`config.mk`:
```
export PLATFORM = sky130hd
export DESIGN_NAME = bfr_ctrl
export DESIGN_NICKNAME = d
export VERILOG_FILES = /design/src/hdl/bfr_pkg.sv /design/src/hdl/bfr_ctrl.sv
export SDC_FILE = /design/constraint.sdc
export NUM_CORES = 1
export LEC_CHECK = 0
export BUFFER_PORTS_ARGS = -buffer_cell sky130_fd_sc_hd__buf_2
export CAP_MARGIN = 40
export CORE_AREA = 2 2 39 41
export DETAILED_ROUTE_END_ITERATION = 7
export DIE_AREA = 0 0 41 43
export PLACE_DENSITY = 0.35
export RECOVER_POWER = 25
export REMOVE_ABC_BUFFERS = 1
export SYNTH_ARGS = -nofsm -noshare
export SYNTH_HDL_FRONTEND = slang
export SYNTH_SLANG_ARGS = --single-unit
```
`constraint.sdc`:
```
create_clock -name aclk -period 1.5 [get_ports aclk]
set_input_delay 0.075 -clock aclk [delete_from_list [all_inputs] [get_ports aclk]]
set_output_delay 0.075 -clock aclk [all_outputs]
set_load 0.005 [all_outputs]
```
`src/hdl/bfr_pkg.sv`:
```
// Shared types and constants of the BLE module frame receiver.
`default_nettype none
package bfr_pkg;

    // Item commands
    localparam logic [1:0] CMD_RX_BYTE = 2'd0;
    localparam logic [1:0] CMD_READ    = 2'd1;
    localparam logic [1:0] CMD_RELEASE = 2'd2;

    // Frame symbols and opcodes
    localparam logic [7:0] SYM_STX       = 8'h02;
    localparam logic [7:0] OP_DATA_IND   = 8'h84;
    localparam logic [7:0] OP_CONNECT    = 8'h86;
    localparam logic [7:0] OP_DISCONNECT = 8'h87;
    localparam logic [7:0] OP_OPEN_RSP   = 8'hC6;
    localparam logic [7:0] MIN_PACKET    = 8'd19;
    localparam int         PREFIX_LEN    = 7;
    localparam int         SIZE_BYTE     = 7;

    // Parser phases
    localparam logic [2:0] PH_START  = 3'd0;
    localparam logic [2:0] PH_CMD    = 3'd1;
    localparam logic [2:0] PH_LEN_LO = 3'd2;
    localparam logic [2:0] PH_LEN_HI = 3'd3;
    localparam logic [2:0] PH_BODY   = 3'd4;
    localparam logic [2:0] PH_CHECK  = 3'd5;

    // Frame events
    localparam logic [1:0] EV_NONE      = 2'd0;
    localparam logic [1:0] EV_OK        = 2'd1;
    localparam logic [1:0] EV_BAD_CHECK = 2'd2;
    localparam logic [1:0] EV_TOO_LONG  = 2'd3;

    // Commands from the controller to the datapath
    typedef struct packed {
        logic load;        // capture the accepted item
        logic exec;        // apply the item to the parser and flags
        logic copy_start;  // begin moving payload into the user buffer
        logic copy_step;   // advance the payload move
        logic emit;        // load the result register
    } bfr_cmd_t;

    // Status from the datapath to the controller
    typedef struct packed {
        logic copy_needed;
        logic copy_done;
        logic out_busy;
    } bfr_status_t;

endpackage
`default_nettype wire

```
`src/hdl/bfr_ctrl.sv`:
```
// Controller state machine of the frame receiver.
`default_nettype none
module bfr_ctrl (
    input  wire logic                 aclk,
    input  wire logic                 aresetn,
    input  wire logic                 s_tvalid,
    output logic                      s_tready,
    input  wire logic                 m_tready,
    input  wire bfr_pkg::bfr_status_t status,
    output bfr_pkg::bfr_cmd_t         cmd
);
    import bfr_pkg::*;

    localparam logic [1:0] ST_IDLE = 2'd0;
    localparam logic [1:0] ST_EXEC = 2'd1;
    localparam logic [1:0] ST_COPY = 2'd2;
    localparam logic [1:0] ST_EMIT = 2'd3;

    logic [1:0] state_reg, state_next;

    // Items are taken only while idle and the result slot is either empty or being emptied in this cycle.
    assign s_tready = aresetn && (state_reg == ST_IDLE) && (!status.out_busy || m_tready);

    always_comb begin
        state_next     = state_reg;
        cmd            = '0;
        unique case (state_reg)
            ST_IDLE: begin
                if (s_tvalid && s_tready) begin
                    cmd.load   = 1'b1;
                    state_next = ST_EXEC;
                end
            end
            ST_EXEC: begin
                cmd.exec = 1'b1;
                if (status.copy_needed) begin
                    cmd.copy_start = 1'b1;
                    state_next     = ST_COPY;
                end else begin
                    state_next = ST_EMIT;
                end
            end
            ST_COPY: begin
                cmd.copy_step = 1'b1;
                if (status.copy_done) begin
                    state_next = ST_EMIT;
                end
            end
            ST_EMIT: begin
                cmd.emit   = 1'b1;
                state_next = ST_IDLE;
            end
            default: state_next = ST_IDLE;
        endcase
    end

    always_ff @(posedge aclk) begin
        if (!aresetn) begin
            state_reg <= ST_IDLE;
        end else begin
            state_reg <= state_next;
        end
    end

endmodule
`default_nettype wire

```
# After elaboration in Yosys (flattened, before gate mapping)
# Cells that the tools add are included.
dict set report op_classes {
  reduce_logical 7
  muxes 10
  eq_ne 5
}
# op n
set op_table {}
lappend op_table {{one-hot mux 2 bit (4 select lines)} 1}
lappend op_table {{two-way mux 1 bit} 6}
lappend op_table {{two-way mux 2 bit} 3}
lappend op_table {{== test 2 bit (second input constant)} 2}
lappend op_table {{logical AND 1 bit} 3}
lappend op_table {{== test 2 x 1 -> 1 bit (second input constant)} 1}
lappend op_table {{logical NOT 2 bit} 1}
lappend op_table {{inequality test 2 x 1 -> 1 bit (second input constant)} 1}
lappend op_table {{inequality test 2 bit (second input constant)} 1}
lappend op_table {{AND reduction 2 bit} 1}
lappend op_table {{logical NOT 1 bit} 1}
lappend op_table {{logical OR 1 bit} 1}
dict set report word_totals {
  elab_cells 23
  output_inout_bits 6
  register_bits 2
}

# Longest topological paths before layout
dict set report depth {
  ltp_word 6
  mapped_depth 6
  depth_no_buf 6
}

# Worst setup path before layout
# No wires, ideal clock.
dict set report synth_path {
  kind {register to register}
  from {reg state_reg[0]}
  to {reg state_reg[0]}
  required_time_ns 1.378
  t_arrival_ns 1.036
  path_stages_with_launch 5
  synth_period_minus_slack_ns 1.157
  path_slack_ns 0.343
  n_path_buf 0
  setup_time_ns 0.122
  cell_sequence {dfxtp_1 inv_1 ha_1 a22o_1 mux2i_1}
}
dict set report synth_via {
  elab_chain_cells 6
}
# item line
set synth_rtl {}
lappend synth_rtl {{from (decl)} bfr_ctrl.sv:19} ;# logic [1:0] state_reg, state_next;
lappend synth_rtl {{from (signal assigned)} bfr_ctrl.sv:61} ;# state_reg <= state_next;
lappend synth_rtl {{logical NOT 2 bit} {bfr_ctrl.sv:22, bfr_ctrl.sv:27}}
lappend synth_rtl {{logical AND 1 bit (2 in series)} bfr_ctrl.sv:22} ;# assign s_tready = aresetn && (state_reg == ST_IDLE) && (!status.out_busy || m_tready);
lappend synth_rtl {{logical AND 1 bit} bfr_ctrl.sv:29} ;# if (s_tvalid && s_tready) begin
lappend synth_rtl {{inequality test 2 x 1 -> 1 bit (no line)} --}
lappend synth_rtl {{AND reduction 2 bit (no line)} --}
# Several ways; a longest one is shown, not always the timed one.
# A chain may end at the register's enable or synchronous reset.

==> impl_metrics.ini <==
[drt]
num_vias = 218
routed_via_density = 3.964
wl_met2_microns = 219
drt_first_pass_iters = 2
wl_met3_microns = 43
drc = 0
drt-total-wl_microns = 466
detail-route-antenna-nets = 0
routed.top_layer = met3
routedWlPerCell_microns = 8.473
wl_met1_microns = 203
drt_iter0_drc = 5

[global_route]
grt_pass1_wl_microns = 772
grt_pass1_vias = 225
antenna_found_initial = 0
grt.total_usage_pct = 6.713
grt_remaining_overflow = 0
grt_max_degree = 7

[run_status]
outcome = complete, no violations

[job]
maxCapViolCount = 0

[setup_path]
r2r-end = state_reg[0]$_SDFFE_PN0P_
worst-r2r-cell-count = 6
cpPeakStageDelay_ps = 360
critPathCaptureType = output port
worstPathMaxFanout = 4
startpoint_type = register
crit_chain = inv_1 > ha_1 > and3_1 > and2_1 > buf_2
worstPathArrival_ps = 1310
critPathRequiredTime_ps = 1420
slowest_stage = dfxtp_1
regToRegStartpoint = state_reg[1]$_SDFFE_PN0P_
worstSetupPathType = reg2out
r2r_slack_ps = 280

[timing]
post-route-period-util_pct = 92.35
finalCriticalPeriod_ps = 1385
fmax_ghz = 0.7219
tightestPinTransition_ps = 163.4
setup_viol_count_final = 0
tns_ps = 0
rsz0062_at_grt = no
relSlewSlack_pct = 88.99
fin_skew_ps = 5.306
drv_slew = 0
hold_violations = 0

[worst_hold_path]
hold_start = aresetn
min_path_type = in2reg
whs_path_depth = 3
whs_endpoint = state_reg[0]$_SDFFE_PN0P_

[layout]
fin_util_pct = 21.97
largest_reg_flops = 2
syn_to_final_growth_pct = 50.93
final_cell_count_no_fill = 55
diodes = 0
nets = 53
drive_gt1_share_pct = 38.46

[clocking]
postCtsHoldBufs = 0
cts_buffers = 3
numClockSinks = 2
cts_buffer_depth = 2
clock_latency_ps = 230
post-cts-setup-buffer-count = 0
clk_pin_slew_worst_paths_ps = 30
clockRootBuffer = clkbuf_4
cts_tree = done
htree_levels = 1

[die]
start_util_pct = 14.56
rows = 14
fp.dieW_microns = 41
pin_count = 13
dieArea_sq_mm = 0.001763
die_y_microns = 43
core_area_sq_mm = 0.001384

[yosys]
synth.distinct_cells = 12
syn_area_per_cell_sq_um = 8.393
synth_warnings = 0
synth_area_sq_um = 201.4
ys_seq_area_share_pct = 19.88
synth.area.top_cells = ha_1, dfxtp_1, mux2i_1
synth.ff_latch_count = 2
synth_top_area_share_pct = 31.06
yosysTopAreaCell = ha_1
synth_most_common_cell = ha_1
async_flop_share_pct = 0
ys.flop_type = dfxtp_1
synth_edf_count = 0
synth_common_cells = ha_1, inv_1, nand2_1
syn_inst = 24

[placement]
dp_hpwl_microns = 388.2
port_buffers = 12
dp.cells = 52
place_congestion = 0.5975

[power_and_ir_drop]
vdd_ir_drop_max_uv = 467.8
leakage_nw = 0.1689
power_density_mw_per_mm2 = 1444
power_uw = 439.0
## critical path, delay by kind of cell, from the launching register on
kind                       cells  cell delay (ps)
buffers and inverters          2              220
adders and majority gates      1              200
DFF                            1              360
and+or+nand+nor                2              300
## metal layers
layer  global-route usage, %  vias to the layer above
met5                       0                        -
met4                   4.000                        0
met3                   4.712                        0
met2                   10.00                       10
met1                   6.390                       99
li1                        -                      109
## cells by family after synthesis
family	count (synthesis)	synth area share, %
AO/OA/AOI/OAI	3	9.318
adder cells (fa/ha/maj)	5	31.06
buffers and inverters	3	5.590
flip-flops	2	19.88
multiplexers	2	9.938
AND/OR/NAND/NOR	9	24.23
## repair_timing
action                                 in CTS  in global routing
setup endpoints to repair                   0                  1
resized for setup                           0                  1
endpoints found under the hold margin       0                  0
## power breakdown
group / total, mW / internal, mW / switching, mW / leakage, nW
Sequential: 0.104 / 0.0776 / 0.0260 / 0.0168
Clock: 0.120 / 0.0883 / 0.0312 / 0.0138
Combinational: 0.216 / 0.109 / 0.106 / 0.138
Total: 0.439 / 0.275 / 0.164 / 0.169
## area by class of cell
cell class	count	area [sq um]
flip-flops and latches	2	41.29
repair buffers	12	58.81
clock buffers	3	22.52
inverters	3	11.26
multi-input cells	19	150.1
fillers	163	1080
well taps	16	20.02
## metrics by stage
step           setup WS [ps]  instance area, sq um  hold WS (ps)
5_1_grt                4.974                 304.0         178.8
2_1_floorplan          342.9                 201.4         220.5
3_5_place_dp           245.3                 281.5         406.7
3_3_place_gp           250.8                 281.5         389.7
6_report               114.8                 304.0         164.1
4_1_cts                26.13                 304.0         165.8
## worst max path at each step
stage	from	end	slack, ps	cells past startpoint
2_1_floorplan	state_reg[0]$_SDFFE_PN0P_	state_reg[0]$_SDFFE_PN0P_	340	4
6_report	state_reg[1]$_SDFFE_PN0P_	cmd[4]	110	5
3_5_place_dp	state_reg[0]$_SDFFE_PN0P_	state_reg[0]$_SDFFE_PN0P_	250	4
4_1_cts	state_reg[0]$_SDFFE_PN0P_	cmd[4]	30	5
5_1_grt	state_reg[1]$_SDFFE_PN0P_	cmd[4]	5	5
3_3_place_gp	state_reg[0]$_SDFFE_PN0P_	state_reg[1]$_SDFFE_PN0P_	250	4
## placed cells by master, fill, tap and decap left out
master     n
nand3_1    1
dfxtp_2    1
nand3b_1   1
and3_1     1
mux2i_1    2
dfxtp_1    1
clkbuf_4   3
inv_1      3
o21ai_0    2
nand2b_1   1
clkbuf_1   1
and2_1     2
buf_2     11
ha_1       5
nand2_1    3
a22o_1     1
Power figures use the tool's default switching activity.
