## src/hdl/bfr_pkg.sv

```systemverilog
// Shared types and constants of the BLE module frame receiver.
`default_nettype none
package bfr_pkg;

    // Item commands
    localparam logic [1:0] CMD_RX_BYTE = 2'd0;
    localparam logic [1:0] CMD_READ    = 2'd1;
    localparam logic [1:0] CMD_RELEASE = 2'd2;

    // Frame symbols and opcodes
    localparam logic [7:0] SYM_STX       = 8'h02;
    localparam logic [7:0] OP_DATA_IND   = 8'h84;
    localparam logic [7:0] OP_CONNECT    = 8'h86;
    localparam logic [7:0] OP_DISCONNECT = 8'h87;
    localparam logic [7:0] OP_OPEN_RSP   = 8'hC6;
    localparam logic [7:0] MIN_PACKET    = 8'd19;
    localparam int         PREFIX_LEN    = 7;
    localparam int         SIZE_BYTE     = 7;

    // Parser phases
    localparam logic [2:0] PH_START  = 3'd0;
    localparam logic [2:0] PH_CMD    = 3'd1;
    localparam logic [2:0] PH_LEN_LO = 3'd2;
    localparam logic [2:0] PH_LEN_HI = 3'd3;
    localparam logic [2:0] PH_BODY   = 3'd4;
    localparam logic [2:0] PH_CHECK  = 3'd5;

    // Frame events
    localparam logic [1:0] EV_NONE      = 2'd0;
    localparam logic [1:0] EV_OK        = 2'd1;
    localparam logic [1:0] EV_BAD_CHECK = 2'd2;
    localparam logic [1:0] EV_TOO_LONG  = 2'd3;

    // Commands from the controller to the datapath
    typedef struct packed {
        logic load;        // capture the accepted item
        logic exec;        // apply the item to the parser and flags
        logic copy_start;  // begin moving payload into the user buffer
        logic copy_step;   // advance the payload move
        logic emit;        // load the result register
    } bfr_cmd_t;

    // Status from the datapath to the controller
    typedef struct packed {
        logic copy_needed;
        logic copy_done;
        logic out_busy;
    } bfr_status_t;

endpackage
`default_nettype wire

```

## src/hdl/bfr_datapath.sv

```systemverilog
// Datapath of the frame receiver: parser registers, link flags, buffers, result register.
`default_nettype none
module bfr_datapath #(
    parameter int MAX_PAYLOAD = 128
) (
    input  wire logic                 aclk,
    input  wire logic                 aresetn,
    input  wire logic [1:0]           in_command,
    input  wire logic [7:0]           in_rx_byte,
    input  wire logic [6:0]           in_read_index,
    input  wire bfr_pkg::bfr_cmd_t    cmd,
    output bfr_pkg::bfr_status_t      status,
    input  wire logic                 m_tready,
    output logic                      m_tvalid,
    output logic [31:0]               m_tdata
);
    import bfr_pkg::*;

    localparam int AW = $clog2(MAX_PAYLOAD);
    localparam int PW = $clog2(MAX_PAYLOAD + 1);

    // Item registers
    logic [1:0]    cmd_reg;
    logic [7:0]    byte_reg;
    logic [6:0]    idx_reg;
    logic [7:0]    rd_reg;

    // Parser state
    logic [2:0]    phase_reg;
    logic [7:0]    fcmd_reg;
    logic [7:0]    len_lo_reg;
    logic [PW-1:0] flen_reg;
    logic [PW-1:0] pos_reg;
    logic [7:0]    check_reg;
    logic [7:0]    size_byte_reg;
    logic [1:0]    ev_reg;

    // Link state
    logic          conn_reg;
    logic          open_reg;
    logic [7:0]    size_reg;
    logic          ready_reg;
    logic [7:0]    count_reg;

    // Payload move
    logic [PW-1:0] cnt_reg;
    logic          wr_pend_reg;
    logic [AW-1:0] wr_addr_reg;
    logic [7:0]    fs_rd_reg;

    logic          out_valid_reg;
    logic [31:0]   out_data_reg;

    logic [7:0]    frame_store [MAX_PAYLOAD];
    logic [7:0]    user_store  [MAX_PAYLOAD];

    logic [15:0]   len_full;
    logic [PW:0]   pos_inc;
    logic [PW-1:0] copy_len;
    logic          rx_exec;
    logic          check_ok;
    logic          body_wr;
    logic          copy_rd;
    logic [7:0]    read_out;

    assign len_full = {byte_reg, len_lo_reg};
    assign pos_inc  = {1'b0, pos_reg} + 1'b1;
    assign copy_len = flen_reg - PW'(PREFIX_LEN);
    assign rx_exec  = cmd.exec && (cmd_reg == CMD_RX_BYTE);
    assign check_ok = (phase_reg == PH_CHECK) && (byte_reg == check_reg);
    assign body_wr  = rx_exec && (phase_reg == PH_BODY);
    assign copy_rd  = cmd.copy_step && (cnt_reg < copy_len);

    assign status.copy_needed = rx_exec && check_ok && (fcmd_reg == OP_DATA_IND)
                              && !ready_reg && (flen_reg > PW'(PREFIX_LEN));
    assign status.copy_done   = (cnt_reg >= copy_len) && !wr_pend_reg;
    assign status.out_busy    = out_valid_reg;

    // Frame payload buffer: written by the parser, read by the payload move.
    always_ff @(posedge aclk) begin
        if (body_wr) begin
            frame_store[AW'(pos_reg)] <= byte_reg;
        end
        if (copy_rd) begin
            fs_rd_reg <= frame_store[AW'(cnt_reg + PW'(PREFIX_LEN))];
        end
    end

    // User data buffer: written by the payload move, read by the read command.
    always_ff @(posedge aclk) begin
        if (wr_pend_reg) begin
            user_store[wr_addr_reg] <= fs_rd_reg;
        end
        if (cmd.load) begin
            rd_reg <= user_store[AW'(in_read_index)];
        end
    end

    // Item capture and payload move bookkeeping carry no reset.
    always_ff @(posedge aclk) begin
        if (cmd.load) begin
            cmd_reg  <= in_command;
            byte_reg <= in_rx_byte;
            idx_reg  <= in_read_index;
        end
        if (cmd.copy_start) begin
            cnt_reg <= '0;
        end else if (copy_rd) begin
            cnt_reg     <= cnt_reg + 1'b1;
            wr_addr_reg <= AW'(cnt_reg);
        end
        if (rx_exec && phase_reg == PH_BODY && pos_reg == PW'(SIZE_BYTE)) begin
            size_byte_reg <= byte_reg;
        end
    end

    always_ff @(posedge aclk) begin
        if (!aresetn) begin
            phase_reg   <= PH_START;
            fcmd_reg    <= '0;
            len_lo_reg  <= '0;
            flen_reg    <= '0;
            pos_reg     <= '0;
            check_reg   <= '0;
            ev_reg      <= EV_NONE;
            conn_reg    <= 1'b0;
            open_reg    <= 1'b0;
            size_reg    <= MIN_PACKET;
            ready_reg   <= 1'b0;
            count_reg   <= '0;
            wr_pend_reg <= 1'b0;
        end else begin
            wr_pend_reg <= copy_rd;
            if (cmd.exec) begin
                ev_reg <= EV_NONE;
                if (cmd_reg == CMD_RELEASE) begin
                    ready_reg <= 1'b0;
                end
            end
            if (rx_exec) begin
                unique case (phase_reg)
                    PH_START: begin
                        if (byte_reg == SYM_STX) begin
                            check_reg <= byte_reg;
                            phase_reg <= PH_CMD;
                        end
                    end
                    PH_CMD: begin
                        fcmd_reg  <= byte_reg;
                        check_reg <= check_reg ^ byte_reg;
                        phase_reg <= PH_LEN_LO;
                    end
                    PH_LEN_LO: begin
                        len_lo_reg <= byte_reg;
                        check_reg  <= check_reg ^ byte_reg;
                        phase_reg  <= PH_LEN_HI;
                    end
                    PH_LEN_HI: begin
                        check_reg <= check_reg ^ byte_reg;
                        pos_reg   <= '0;
                        flen_reg  <= PW'(len_full);
                        if (len_full > 16'(MAX_PAYLOAD)) begin
                            phase_reg <= PH_START;
                            ev_reg    <= EV_TOO_LONG;
                        end else if (len_full == 16'd0) begin
                            phase_reg <= PH_CHECK;
                        end else begin
                            phase_reg <= PH_BODY;
                        end
                    end
                    PH_BODY: begin
                        pos_reg   <= pos_inc[PW-1:0];
                        check_reg <= check_reg ^ byte_reg;
                        if (pos_inc >= {1'b0, flen_reg}) begin
                            phase_reg <= PH_CHECK;
                        end
                    end
                    PH_CHECK: begin
                        phase_reg <= PH_START;
                        if (check_ok) begin
                            ev_reg <= EV_OK;
                            case (fcmd_reg)
                                OP_CONNECT: begin
                                    conn_reg <= 1'b1;
                                    open_reg <= 1'b0;
                                end
                                OP_DISCONNECT: begin
                                    conn_reg <= 1'b0;
                                    open_reg <= 1'b0;
                                end
                                OP_OPEN_RSP: begin
                                    open_reg <= 1'b1;
                                    if (flen_reg >= PW'(SIZE_BYTE + 1)
                                        && size_byte_reg >= MIN_PACKET
                                        && 32'(size_byte_reg) <= MAX_PAYLOAD) begin
                                        size_reg <= size_byte_reg;
                                    end
                                end
                                default: ;
                            endcase
                        end else begin
                            ev_reg <= EV_BAD_CHECK;
                        end
                    end
                    default: phase_reg <= PH_START;
                endcase
            end
            // The move runs only after the check byte has matched a data indication.
            if (cmd.copy_start) begin
                ready_reg <= 1'b1;
                count_reg <= 8'(copy_len);
            end
        end
    end

    assign read_out = (cmd_reg == CMD_READ && 32'(idx_reg) < MAX_PAYLOAD) ? rd_reg : 8'd0;

    always_ff @(posedge aclk) begin
        if (cmd.emit) begin
            out_data_reg <= {3'b000, read_out, ev_reg, count_reg, ready_reg,
                             size_reg, open_reg, conn_reg};
        end
    end

    always_ff @(posedge aclk) begin
        if (!aresetn) begin
            out_valid_reg <= 1'b0;
        end else if (cmd.emit) begin
            out_valid_reg <= 1'b1;
        end else if (m_tready) begin
            out_valid_reg <= 1'b0;
        end
    end

    assign m_tvalid = out_valid_reg;
    assign m_tdata  = out_data_reg;

endmodule
`default_nettype wire

```

## config.mk

```make
export PLATFORM = sky130hd
export DESIGN_NAME = bfr_datapath
export DESIGN_NICKNAME = d
export VERILOG_FILES = /design/src/hdl/bfr_pkg.sv /design/src/hdl/bfr_datapath.sv
export SDC_FILE = /design/constraint.sdc
export NUM_CORES = 2
export LEC_CHECK = 0
export ABC_AREA = 1
export BUFFER_PORTS_ARGS = -buffer_cell sky130_fd_sc_hd__buf_4
export CORE_MARGIN = 2
export CORE_UTILIZATION = 35
export DETAILED_ROUTE_END_ITERATION = 12
export PLACE_DENSITY_LB_ADDON = 0.05
export SETUP_SLACK_MARGIN = 0.2
export SKIP_CTS_REPAIR_TIMING = 1
export SLEW_MARGIN = 20
export SYNTH_ARGS = -nofsm -noshare
export SYNTH_HDL_FRONTEND = slang
export SYNTH_SLANG_ARGS = --single-unit
```

## constraint.sdc

```tcl
create_clock -name aclk -period 3.3 [get_ports aclk]
set_input_delay 0.66 -clock aclk [delete_from_list [all_inputs] [get_ports aclk]]
set_output_delay 0.66 -clock aclk [all_outputs]
set_load 0.1 [all_outputs]
```

Word-level counts from Yosys, hierarchy flattened
Memories as Yosys holds them, arrays and structs flattened. A register that Yosys moved wholly into a read port is not among the register bits. Cells that the tools add are included.

RAM bits: 2048. Bits in registers: 128. Bits of input ports: 25. Memories kept: 2. Memory bits (read-only): 0. Latch bits: 0. Logic and storage cells: 114.

Memory list: frame_store (depth 128, bits a word 8, rd ports 1, clocked after memory_dff 1, wr ports 1, RTL line bfr_datapath.sv:54) `logic [7:0] frame_store [MAX_PAYLOAD];`; user_store (depth 128, bits a word 8, rd ports 1, clocked after memory_dff 1, wr ports 1, RTL line bfr_datapath.sv:55) `logic [7:0] user_store [MAX_PAYLOAD];`.

Divide/modulo/power cells: 0. Add/sub/neg operators: 4. Muxes and demuxes: 24. Equality and inequality tests: 16. Order comparisons: 8. Reduce and logical (&&, ||, !) cells: 37. Bitwise gates (word level): 2. Shifts and indexed selects: 0. $mul: 0.

Operators with widths (number): == test 8 bit (second input constant) (4); case mux 8 bit (2 select lines) (2); > comparator 16 x 8 -> 1 bit (second input constant) (1); zero test 16 bit (1); case mux 3 bit (5 select lines) (1); nonzero test 2 bit (7); logical AND 1 bit (12); AND reduction 2 bit (6); 2-to-1 mux 1 bit (10); adder 8 x 1 -> 9 bit (second input constant) (1); >= comparator 9 x 8 -> 1 bit (1); 2-to-1 mux 3 bit (3); adder 8 x 1 -> 8 bit (second input constant) (1); == test 8 x 2 -> 1 bit (second input constant) (1); == test 8 x 3 -> 1 bit (second input constant) (1); == test 8 bit (1); >= comparator 8 x 4 -> 1 bit (second input constant) (1); >= comparator 8 x 5 -> 1 bit (second input constant) (1); >= comparator 8 bit (1); > comparator 8 x 3 -> 1 bit (second input constant) (1); <= comparator 8 bit (second input constant) (1); < comparator 8 bit (1); 2-to-1 mux 2 bit (4); 2-to-1 mux 8 bit (1); 21 further kinds (27).

Depth between registers and ports, before layout
Word-level depth: 6. Mapped depth: 19.

Worst setup path before layout
No wires, ideal clock.

Path type: flip-flop to output port. Start: register byte_reg[1]. End: output status[2] (netlist bit). Cell stages (with the launch flop): 7. Setup slack: -2.195 ns. Arrival: 4.835 ns. Cell sequence: edfxtp_1 clkbuf_1 xnor2_1 nand3_1 nor3_4 nand2_1 nor3_1.

RTL lines: start, declared (RTL line bfr_datapath.sv:24) `logic [7:0] byte_reg;`; start signal, assigned (RTL line bfr_datapath.sv:103) `byte_reg <= in_rx_byte;`; end, declared (RTL line bfr_datapath.sv:12) `output bfr_pkg::bfr_status_t status,`.

==> metrics.md <==
| Metric | Value |
|---|---|
| Status | `complete, but fails checks` |
| Failing checks | `negative setup slack` |
| Die Span Y | `510 µm` |
| Avg WL per Cell | `23.8 µm` |
| Vias/cell | `5.07` |
| Period utilization | `1.07` |
| Die Area | `260000 µm²` |
| Yosys warns | `0` |
| DRC Markers | `0` |
| Pleak | `37.0 nW` |
| CP Class | `reg2out` |
| Worst Path Arrival | `2.86 ns` |
| Std-Cell Rows | `185` |
| Total Routing Usage GR | `0.209` |
| RSZ-0062 raised after global routing | `true` |
| Clk_lat worst skew | `0.87 ns` |
| ANT nets after route | `0` |
| CP max stage delay | `0.37 ns` |
| Max Clk Rate | `0.284 GHz` |
| Pwr dens | `614 nW/µm²` |
| Setup Viol. Count Final | `1` |
| Die X | `510 µm` |
| Min-delay worst type | `in2reg` |
| Global route overflow | `0` |
| Footprint of the multi-input gates | `21900 µm²` |
| TritonCTS Sinks | `2192` |
| Clock buffer depth | `3` |
| Final slew viol count | `0` |
| Largest net degree at the start of global routing | `170` |
| Clock slew at reported path FFs | `0.06 ns` |
| Most frequent cells in the layout | `2342 x nand2_1, 2118 x edfxtp_1, 1768 x nand3_1` |
| Vias in the first global route | `58000` |
| Bufs and invs on worst path | `3` |
| Setup ws final | `-0.221 ns` |
| CP Max Fanout | `5` |
| CP Capture Type | `primary output` |
| Post-DP Area | `96000 µm²` |
| Total CTS buffers | `241` |
| Max Cap Viol | `0` |
| Register bit total from synthesis | `2192` |
| CP Launch Type | `flop` |
| Most common cell after layout, fill and taps aside | `nand2_1` |
| Post-synth top area share | `0.709` |
| Placeable Area | `254000 µm²` |
| Starting Density | `0.352` |
| Fin Hold WS | `0.119 ns` |
| Detailed-route via count | `58800` |
| Top cells by area, synth | `edfxtp_1 71%, nand3_1 9.9%, nand2_1 9.8%` |
| P&R area growth vs syn | `15.9%` |
| CP max-delay cell | `dfxtp_4` |
| # IOs | `61` |
| Yosys top cell by area | `edfxtp_1` |
| DRT Pass-1 Iters | `6` |
| TNS Setup | `-0.221 ns` |
| Top cell family by delay on the critical path | `adder cells` |
| Initial DRC count | `4828` |
| First-pass GRT wire length | `405000 µm` |
| Layout Skew | `0.0383 ns` |
| Layout cell share with drive strength beyond 1 | `0.104` |
| Mapped Cells | `7782` |
| Initial antenna violation count | `2` |
| CTS root buffer | `clkbuf_16` |
| Net count, final | `8065` |
| Avg Inst Size Synth | `11.5 µm²` |
| Final Critical Period | `3.52 ns` |
| Mapped cell area | `89700 µm²` |
| FF+latch area | `65100 µm²` |
| TritonCTS clock tree | `done` |
| Seq/Total Area, Yosys | `0.726` |
| Final wirelength | `276000 µm` |
| Detail Placement HPWL | `160000 µm` |
| VDD IR-drop max | `0.486 mV` |
| WP data required | `2.64 ns` |
| Number of port buffers | `57` |
| Fin area | `104000 µm²` |
| CP Cell Sequence | `ha_4, nand2_2, nand3_2, xor2_1, inv_1, ha_1, nand2_2, nor2_1, a211oi_2, nand2_1, o21bai_1, inv_1, buf_12` |
| Slew @ Worst Pin | `1.15 ns` |
| Gpl congestion | `0.799` |
| Post-Place Worst Slack | `0.137 ns` |
| Max_slew headroom | `0.237` |
| Final hold violation count | `0` |
| H-tree depth | `4` |
| Yosys cell types | `38` |
| Filler cells | `24300` |
==> kinds of logic (layout without fill, tap and decap cells) <==
logic type / Yosys count / in the layout / synth area share
AND/OR/NAND/NOR: 4678 / 4678 / 0.223
flip-flops: 2192 / 2192 / 0.726
buffers and inverters: 636 / 1080 / 0.0316
adder cells (fa/ha/maj): 21 / 21 / 0.00293
XOR/XNOR: 29 / 29 / 0.00308
other: 1 / 5 / 0.0000418
AO/OA/AOI/OAI: 225 / 225 / 0.0138
==> layout make-up <==
type / instances / share of cell area
Antenna cell: 2 / 0.0000481
Clock buffer: 302 / 0.0610
Clock inverter: 150 / 0.0124
Inverter: 157 / 0.00609
Multi-Input combinational cell: 4956 / 0.211
Sequential cell: 2192 / 0.626
Tap cell: 3366 / 0.0405
Timing Repair Buffer: 471 / 0.0428
==> report_power, final <==
| group | switching, mW | internal [mW] |
|---|---|---|
| clock | 11.2 | 15.1 |
| combinational | 4.70 | 1.50 |
| sequential | 0.144 | 31.2 |
| total | 16.0 | 47.8 |
==> per-stage QoR <==
stage | power (mW) | cells | util
after global routing | 66.1 | 11600 | 0.409
final | 63.8 | 11600 | 0.409
after floorplan | 35.4 | 7784 | -
after CTS | 64.6 | 11600 | 0.407
after global placement | 38.3 | 11100 | 0.377
after detailed placement | 38.3 | 11100 | 0.377
==> cells in the mapped netlist, drive strengths merged <==
master,number
nand4,24
and2,1
inv,156
a21oi,61
and3,2
conb,1
nor3,16
xor2,22
dfxtp,74
ha,21
nand3,1780
xnor2,7
nor4,4
o21ai,121
o21bai,2
o211ai,38
nor2,502
edfxtp,2118
a211oi,3
nand3b,1
clkbuf,110
clkinv,1
buf,369
or2,1
nand2,2347
==> worst register-to-register path: cells and delay by family, from the launching register on <==
kind | cells | cell delay [ns]
simple gates | 9 | 1.50
flops | 1 | 0.44
fa+ha+maj | 1 | 0.39
buf+inv | 2 | 0.38
==> routing by layer <==
layer | track usage | share of wire | vias up
met3 | 0.0252 | 0.041 | 354
met5 | 0 | 0 | -
met2 | 0.356 | 0.49 | 1245
met1 | 0.286 | 0.45 | 29400
met4 | 0.0463 | 0.022 | 0
li1 | - | - | 27800
==> worst paths after layout <==
| kind | to | slack [ns] | from | cells past startpoint |
|---|---|---|---|---|
| worst max-delay path | status[1] | -0.22 | flen_reg[0] | 13 |
| worst min-delay path | m_tvalid | 0.12 | m_tready | 4 |
| worst max register to register | fs_rd_reg[2] | 0.35 | cnt_reg[0] | 12 |
| worst min register to register | m_tdata[13] | 0.43 | count_reg[2] | 0 |
No activity file was read; power rests on OpenSTA's default activity.
